[src/rtl/cbtr_pkg.sv]
// Shared types, constants and codes for the broadcast transport reassembler.
package cbtr_pkg;

   localparam int SESSIONS     = 4;
   localparam int BUFFER_BYTES = 256;

   localparam int SID_W   = (SESSIONS > 1) ? $clog2(SESSIONS) : 1;
   localparam int RAM_DEPTH = SESSIONS * BUFFER_BYTES;
   localparam int ADDR_W  = $clog2(RAM_DEPTH);
   localparam int CNT_W   = $clog2(BUFFER_BYTES + 1);
   localparam int POS_W   = 11;
   localparam int MAX_CHUNKS = 32;
   localparam int CHUNK_W = $clog2(MAX_CHUNKS);

   localparam logic [23:0] GROUP_CM      = 24'd60416;
   localparam logic [23:0] GROUP_DT      = 24'd60160;
   localparam logic [7:0]  CTRL_ANNOUNCE = 8'd32;
   localparam logic [7:0]  PDU2_FIRST_PF = 8'd240;
   localparam logic [15:0] TIMEOUT_RESET = 16'd750;

   localparam logic [3:0] STAT_IGNORED  = 4'd0;
   localparam logic [3:0] STAT_ANNOUNCE = 4'd1;
   localparam logic [3:0] STAT_NO_FREE  = 4'd2;
   localparam logic [3:0] STAT_DATA     = 4'd3;
   localparam logic [3:0] STAT_COMPLETE = 4'd4;
   localparam logic [3:0] STAT_NO_RECV  = 4'd5;
   localparam logic [3:0] STAT_TIMEOUT  = 4'd6;
   localparam logic [3:0] STAT_SEQUENCE = 4'd7;
   localparam logic [3:0] STAT_BAD_LEN  = 4'd8;
   localparam logic [3:0] STAT_NOTHING  = 4'd9;

   typedef enum logic [1:0] {
      MODE_IDLE = 2'd0,
      MODE_RECV = 2'd1,
      MODE_DONE = 2'd2,
      MODE_ERR  = 2'd3
   } mode_type;

   typedef enum logic [2:0] {
      OP_OTHER    = 3'd0,
      OP_BADLEN   = 3'd1,
      OP_ANNOUNCE = 3'd2,
      OP_DATA     = 3'd3,
      OP_FETCH    = 3'd4
   } op_type;

   typedef struct packed {
      op_type      op;
      logic [23:0] group;
      logic [7:0]  src;
      logic [2:0]  pri;
      logic [7:0]  dst;
      logic [63:0] bytes;
      logic [31:0] ts;
      logic [15:0] max_len;
   } cmd_type;

   typedef struct packed {
      logic        kind;
      logic [3:0]  status;
      logic [23:0] pgn;
      logic [7:0]  sender_addr;
      logic [2:0]  priority_res;
      logic [7:0]  destination;
      logic [63:0] chunk_data;
      logic [3:0]  chunk_len;
      logic [15:0] message_length;
      logic [15:0] complete_count;
      logic        last;
   } rsp_type;

endpackage

[src/rtl/cbtr_front.sv]
// Front end: accepts items, decodes identifiers, classifies and queues them.
module cbtr_front (
   input  logic                  clock,
   input  logic                  reset,
   input  logic                  req_valid,
   output logic                  req_stall,
   input  logic                  req_type,
   input  logic [28:0]           req_can_id,
   input  logic [3:0]            req_frame_length,
   input  logic [63:0]           req_payload,
   input  logic [31:0]           req_timestamp_ms,
   input  logic [7:0]            req_fetch_source,
   input  logic [15:0]           req_fetch_max_len,
   output logic                  cmd_valid,
   output cbtr_pkg::cmd_type     cmd,
   input  logic                  cmd_pop
);

   cbtr_pkg::cmd_type q_ff [2];
   logic [1:0]        count_ff, count_in;
   logic              head_ff, head_in, tail_ff, tail_in;
   cbtr_pkg::cmd_type dec;
   logic [7:0]        pf, ps;
   logic              push;

   assign pf = req_can_id[23:16];
   assign ps = req_can_id[15:8];

   always_comb begin
      dec.group = {6'd0, req_can_id[25:24], pf, (pf < cbtr_pkg::PDU2_FIRST_PF) ? 8'h00 : ps};
      dec.pri   = req_can_id[28:26];
      dec.dst   = (pf < cbtr_pkg::PDU2_FIRST_PF) ? ps : 8'hFF;
      dec.ts    = req_timestamp_ms;
      dec.max_len = req_fetch_max_len;
      dec.src   = req_type ? req_fetch_source : req_can_id[7:0];
      for (int i = 0; i < 8; i++) begin
         dec.bytes[8*i +: 8] = (4'(i) < req_frame_length) ? req_payload[8*i +: 8] : 8'h00;
      end
      if (req_type) begin
         dec.op = cbtr_pkg::OP_FETCH;
      end else if (req_frame_length == 4'd0 || req_frame_length > 4'd8) begin
         dec.op = cbtr_pkg::OP_BADLEN;
      end else if (dec.group == cbtr_pkg::GROUP_CM) begin
         dec.op = (dec.bytes[7:0] == cbtr_pkg::CTRL_ANNOUNCE) ? cbtr_pkg::OP_ANNOUNCE
                                                             : cbtr_pkg::OP_OTHER;
      end else if (dec.group == cbtr_pkg::GROUP_DT) begin
         dec.op = cbtr_pkg::OP_DATA;
      end else begin
         dec.op = cbtr_pkg::OP_OTHER;
      end
   end

   assign req_stall = (count_ff == 2'd2);
   assign push      = req_valid && !req_stall;
   assign cmd_valid = (count_ff != 2'd0);
   assign cmd       = q_ff[head_ff];

   always_comb begin
      head_in  = cmd_pop ? ~head_ff : head_ff;
      tail_in  = push ? ~tail_ff : tail_ff;
      count_in = count_ff + {1'b0, push} - {1'b0, cmd_pop};
   end

   always_ff @(posedge clock) begin
      if (reset) begin
         count_ff <= 2'd0;
         head_ff  <= 1'b0;
         tail_ff  <= 1'b0;
      end else begin
         count_ff <= count_in;
         head_ff  <= head_in;
         tail_ff  <= tail_in;
      end
      if (push) begin
         q_ff[tail_ff] <= dec;
      end
   end

endmodule

[config.mk]
export PLATFORM = sky130hd
export DESIGN_NAME = cbtr_front
export DESIGN_NICKNAME = d
export VERILOG_FILES = /design/src/rtl/cbtr_pkg.sv /design/src/rtl/cbtr_front.sv
export SDC_FILE = /design/constraint.sdc
export NUM_CORES = 1
export LEC_CHECK = 0
export BUFFER_PORTS_ARGS = -buffer_cell sky130_fd_sc_hd__buf_2
export CAP_MARGIN = 20
export CORE_MARGIN = 2
export CORE_UTILIZATION = 57
export DETAILED_ROUTE_END_ITERATION = 10
export GPL_TIMING_DRIVEN = 0
export PLACE_DENSITY = 0.83
export SYNTH_ARGS = -nofsm -noshare
export SYNTH_HDL_FRONTEND = slang
export SYNTH_SLANG_ARGS = --single-unit
[constraint.sdc]
create_clock -name clock -period 11.8 [get_ports clock]
set_input_delay 2.36 -clock clock [delete_from_list [all_inputs] [get_ports clock]]
set_output_delay 2.36 -clock clock [all_outputs]
set_load 0.01 [all_outputs]
==> flow_metrics.py, run 1 <==
metrics = {
    "logic_synthesis": {
        "ys.flop_type": "edfxtp_1",
        "synth_commonest_cells": "304 x edfxtp_1, 160 x mux2_2, 49 x nor2b_1",
        "yosys_warnings": 0,
        "synth.area.top_cells": "edfxtp_1 76%, mux2_2 15%, nor2b_1 2.6%",
        "synth_cell_types": 33,
        "synth.most_common_cell": "edfxtp_1",
        "synth_edf_count": 304,
        "async_flop_share_pct": 0,
        "synth_largest_area_cell": "edfxtp_1",
        "netlist.area_leader.share_pct": 76.4,
        "synthCells": 622,
        "synth.avg_cell_area_um2": 19.2,
        "synth_seq_area_share_pct": 77.2,
        "synth.ff_latch_count": 309,
        "synth_area_mm2": 0.0119,
    },
    "final_layout": {
        "drive_above_1_share_pct": 53.9,
        "fillers": 1240,
        "syn_to_final_growth_pct": 25.2,
        "fin_nets": 1135,
        "fin_util_pct": 73.2,
    },
    "critical_path": {
        "regToRegStartpoint": "count_ff[0]$_SDFF_PP0_",
        "crit_path_end": "cmd[98]",
        "crit_arrival_ns": 2.93,
        "worstRegToRegCells": 5,
        "rrSetupSlack_ns": 9.37,
        "cp_max_fo": 10,
        "critPathKind": "reg2out",
        "cp_data_required_time_ns": 9.44,
        "r2r-end": "q_ff[0][129]$_DFFE_PP_",
        "worstSetupEndpointType": "output port",
        "start_kind": "flop",
    },
    "clocking": {
        "post_cts_resized": 0,
        "clock_sinks": 309,
        "clockBufferDepth": 3,
        "clock_latency_ns": 0.54,
        "root_buffer": "clkbuf_16",
        "post-cts-setup-buffers": 0,
        "cts_tree": "built",
        "cts.clk_slew.worst_paths_ns": 0.06,
        "cts-buffers-inserted": 31,
        "htree_levels": 1,
        "hold_buffers": 0,
    },
    "detailed_routing": {
        "wl_met2_um": 13400,
        "wire_per_inst_um": 19.8,
        "drtPass1Iterations": 5,
        "ant_nets": 0,
        "met3_length_um": 2110,
        "wl_met1_um": 9280,
        "drc": 0,
        "vias": 6682,
        "vias_per_cell": 5.25,
        "wl_um": 25200,
        "drtIter0Drc": 359,
        "top_layer": "met5",
    },
    "worst_hold_path": {
        "hold_class": "reg2reg",
    },
    "power_and_ir_drop": {
        "p_leak_nw": 5.67,
        "power.density_mw_per_mm2": 179,
        "ir_worst_vdd_mv": 0.132,
    },
    "global_route": {
        "grt.total_usage_pct": 22.0,
        "grt_pass1_vias": 6917,
        "antenna_found_initial": 6,
        "grt_pass1_wl_um": 37300,
        "grt_max_degree": 83,
        "grt_overflow": 0,
    },
    "timing": {
        "fin_setup_tns_ns": 0,
        "post-route-min-period_ns": 5.29,
        "finalCritPeriodShare_pct": 44.9,
        "rsz0062_at_grt": "false",
        "worst_pin_slew_ns": 1.05,
        "fin_skew_ns": 0.0141,
        "relSlewSlack_pct": 29.6,
        "hold_violations": 0,
        "drv_slew": 0,
        "setup_viol": 0,
        "fmax_mhz": 189,
    },
    "floorplanning": {
        "die_area_mm2": 0.0221,
        "rows": 52,
        "num_io_pins": 318,
        "die_width_um": 149,
        "start_util_pct": 58.5,
        "core_area_mm2": 0.0204,
        "dieHeight_um": 149,
    },
    "job": {
        "maxCapViolations": 0,
    },
    "place": {
        "gp_congestion": 0.797,
        "port_buffers": 310,
        "hpwl_um": 17000,
    },
    "status": {
        "status": "completed",
    },
}
routing by layer:
metal,up-vias,GRT usage (%)
met5,-,0
met4,2,5.19
met3,34,5.81
met2,279,41.1
met1,3278,25.5
li1,3089,-
metrics by stage:
stage	area [um^2]	std cells	power (mW)	hold WS, ns	setup slack [ns]
6_report	15000	1272	2.68	0.518	6.51
5_1_grt	15000	1270	2.78	0.562	6.33
4_1_cts	14900	1267	2.70	0.515	6.45
3_5_place_dp	14000	1211	1.76	0.506	7.03
3_3_place_gp	13900	1207	1.76	0.468	3.44
2_1_floorplan	12000	627	1.61	0.452	5.37
critical path, cell delays in order (launching register included):
cell and delay (ns):
dfxtp_1 0.32, clkbuf_1 0.45, clkbuf_1 0.53, clkbuf_1 0.54, mux2_2 0.41, buf_2 0.15
how the worst min path moves through the flow:
stage | startpoint | end | slack [ns] | cells past startpoint
2_1_floorplan | tail_ff$_SDFFE_PP0P_ | tail_ff$_SDFFE_PP0P_ | 0.45 | 2
3_3_place_gp | tail_ff$_SDFFE_PP0P_ | tail_ff$_SDFFE_PP0P_ | 0.47 | 2
3_5_place_dp | tail_ff$_SDFFE_PP0P_ | tail_ff$_SDFFE_PP0P_ | 0.51 | 2
4_1_cts | tail_ff$_SDFFE_PP0P_ | tail_ff$_SDFFE_PP0P_ | 0.51 | 2
5_1_grt | head_ff$_SDFFE_PP0P_ | head_ff$_SDFFE_PP0P_ | 0.56 | 2
6_report | tail_ff$_SDFFE_PP0P_ | tail_ff$_SDFFE_PP0P_ | 0.52 | 2
cell type report:
cell class                 count  area [um^2]  area share (%)
antenna                        4         10.0          0.0669
buffer                        26          124           0.828
clock buffer                  39          826            5.52
clock inverter                17          159            1.06
inverter                       5         23.8           0.159
multi-input combinational    287         2610            17.4
sequential                   309         9230            61.7
tap                          270          338            2.26
timing repair buffer         315         1650            11.0
state kept, by name, indices dropped and copies added (netlist names), named ones only:
| register | flops |
|---|---|
| q_ff | 304 |
| count_ff | 2 |
| head_ff | 1 |
| tail_ff | 1 |
power breakdown:
part           internal (mW)  leakage, nW  switching, mW  total, mW
combinational          0.167         2.31          0.217      0.385
sequential              1.33         2.90         0.0237       1.36
clock                  0.540        0.464          0.395      0.935
cells by family after synthesis:
family	after synthesis	share of synthesized area, %
DFF	309	77.2
muxes	160	15.1
and+or+nand+nor	109	5.56
buffers and inverters	31	1.19
AOI/OAI and AO/OA	7	0.461
xor gates and xnor gates	3	0.220
adders and majority gates	2	0.209
other	1	0.0314
cell usage in the layout, fill, tap and decap left out, types with 5 or more instances in the layout:
| master | instances |
|---|---|
| buf_2 | 313 |
| buf_4 | 7 |
| nor2_1 | 8 |
| dfxtp_1 | 5 |
| clkinvlp_4 | 6 |
| clkbuf_16 | 31 |
| nand2b_1 | 10 |
| edfxtp_1 | 304 |
| conb_1 | 6 |
| mux2_2 | 160 |
| nor2b_1 | 49 |
| clkbuf_1 | 23 |
| and2_1 | 25 |
No activity file was read; power rests on OpenSTA's default activity.
==> inputs of run 2 (changes only) <==
Settings changed: CORE_UTILIZATION 57 to 47, PLACE_DENSITY 0.83 to 0.73.
Clock period 11.8 ns to 4.3 ns, I/O delays scaled along.
==> run 2 against run 1 <==
Net effect: flip-flop and latch count unchanged; critical path depth unchanged; die area increased by 21%; via count about the same; highest routed layer is now met4; critical path type unchanged; non-clock buffer count increased by 2.
==> flow_metrics.py, run 2 (same netlist as run 1, synthesis figures left out) <==
metrics = {
    "final_layout": {
        "layout_common_cells": "313 x buf_2, 304 x edfxtp_1, 160 x mux2_2",
        "top_register": "q_ff",
        "largest_reg_flops": 304,
        "top_regs": "q_ff: 304 flops, count_ff: 2 flops",
        "final_common_cell": "buf_2",
        "drive_above_1_share_pct": 53.3,
        "syn_to_final_growth_pct": 26.9,
        "fin_util_pct": 60.5,
        "fin_nets": 1140,
    },
    "timing": {
        "worst_pin_slew_ns": 0.950,
        "rsz0062_at_grt": "false",
        "setup_viol": 0,
        "relSlewSlack_pct": 36.3,
        "fin_skew_ns": 0.0177,
        "finalCritPeriodShare_pct": 89.2,
        "hold_violations": 0,
        "fmax_mhz": 261,
        "post-route-min-period_ns": 3.83,
        "drv_slew": 0,
    },
    "floorplanning": {
        "die_area_mm2": 0.0267,
        "dieHeight_um": 163,
        "start_util_pct": 47.7,
        "num_io_pins": 318,
        "die_width_um": 163,
        "rows": 58,
        "core_area_mm2": 0.0250,
    },
    "power_and_ir_drop": {
        "power.density_mw_per_mm2": 498,
        "p_leak_nw": 5.73,
        "switchingPower_mw": 1.75,
        "p_sw_share_pct": 23.2,
        "ir_worst_vdd_mv": 0.272,
        "pwr-share-seq_pct": 49.2,
        "clockPowerShare_pct": 36.6,
        "power_frac_comb_pct": 14.2,
        "power_mw": 7.55,
        "internal-power_mw": 5.80,
    },
    "detailed_routing": {
        "drc": 0,
        "ant_nets": 0,
        "vias_per_cell": 5.00,
        "wire_per_inst_um": 18.6,
        "drtPass1Iterations": 4,
        "vias": 6684,
        "drtIter0Drc": 369,
        "wl_um": 24900,
    },
    "global_route": {
        "grt_overflow": 0,
        "grt_pass1_vias": 6941,
        "grt.total_usage_pct": 18.1,
        "grt_max_degree": 60,
        "antenna_found_initial": 4,
        "grt_pass1_wl_um": 36900,
    },
    "critical_path": {
        "cpPeakStageDelay_ns": 0.56,
        "rrSetupSlack_ns": 1.93,
        "path_cells": "clkbuf_1, clkbuf_1, clkbuf_1, mux2_2, buf_2",
        "cpLargestDelayFamily": "buffers and inverters",
        "r2r-end": "q_ff[1][91]$_DFFE_PP_",
        "cp_num_buf_inv": 4,
        "crit_slowest_cell": "clkbuf_1",
        "critPathKind": "reg2out",
        "crit_arrival_ns": 2.97,
        "worstRegToRegCells": 4,
        "cp_data_required_time_ns": 3.44,
        "start_kind": "flop",
        "worstSetupEndpointType": "output port",
        "cp_max_fo": 10,
        "regToRegStartpoint": "count_ff[0]$_SDFF_PP0_",
        "cp_common_cell": "clkbuf_1",
    },
    "clocking": {
        "clockBufferDepth": 3,
        "clock_latency_ns": 0.50,
        "cts_tree": "built",
        "post_cts_resized": 0,
        "cts.clk_slew.worst_paths_ns": 0.06,
        "post-cts-setup-buffers": 0,
        "hold_buffers": 0,
        "htree_levels": 2,
        "cts-buffers-inserted": 34,
        "root_buffer": "clkbuf_16",
        "clock_sinks": 309,
    },
    "job": {
        "maxCapViolations": 0,
    },
    "worst_hold_path": {
        "whs_path_depth": 2,
        "hold_start": "head_ff$_SDFFE_PP0P_",
        "hold_class": "reg2reg",
    },
    "place": {
        "port_buffers": 310,
        "hpwl_um": 17200,
        "gp_congestion": 0.773,
    },
    "status": {
        "status": "completed",
    },
}
[run 2: per-stage QoR]
step | setup WS (ns) | setup TNS, ns | hold slack (ns) | area, um^2 | cells
floorplan | 0.606 | 0 | 0.451 | 12000 | 627
global placement | -0.944 | -144.88 | 0.469 | 13900 | 1267
detailed placement | 0.915 | 0 | 0.520 | 14100 | 1274
CTS | 0.381 | 0 | 0.525 | 15100 | 1333
global route | 0.236 | 0 | 0.524 | 15200 | 1337
finish | 0.466 | 0 | 0.531 | 15200 | 1337
[run 2: layer usage]
layer	wire, um	part of all wire [%]	GRT usage, %
met1	9600	38	21.1
met2	12600	50	31.8
met3	2040	8.2	5.00
met4	720	2.9	7.32
met5	0	0	0
[run 2: power groups by stage]
stage               Sequential, mW  Clock (mW)  Combinational (mW)
finish                        3.72        2.76                1.07
global route                  3.74        2.94                1.16
CTS                           3.72        2.82                1.09
detailed placement            3.78           0                1.08
global placement              3.81           0                1.03
floorplan                     3.78           0               0.605
[run 2: worst reg2reg max path: stages (launching register included)]
cell      delay [ns]
dfxtp_1         0.37
nand2b_1        0.18
and3_4          0.79
buf_16          0.33
buf_16          0.28
[run 2: area by class of cell]
class | count | area (um^2)
antenna | 4 | 10.0
inverter | 5 | 22.5
buffer | 26 | 124
fill | 1893 | 9880
sequential | 309 | 9230
multi-input combinational | 287 | 2610
tap | 330 | 413
timing repair buffer | 317 | 1690
clock buffer | 43 | 906
clock inverter | 16 | 154
[run 2: worst max-delay path by stage]
| stage | endpoint | slack [ns] | cells past startpoint |
|---|---|---|---|
| finish | cmd[136] | 0.47 | 5 |
| global route | cmd[133] | 0.24 | 5 |
| CTS | cmd[134] | 0.38 | 5 |
| detailed placement | cmd[134] | 0.92 | 5 |
| global placement | q_ff[0][89]$_DFFE_PP_ | -0.94 | 4 |
| floorplan | q_ff[0][0]$_DFFE_PP_ | 0.61 | 3 |
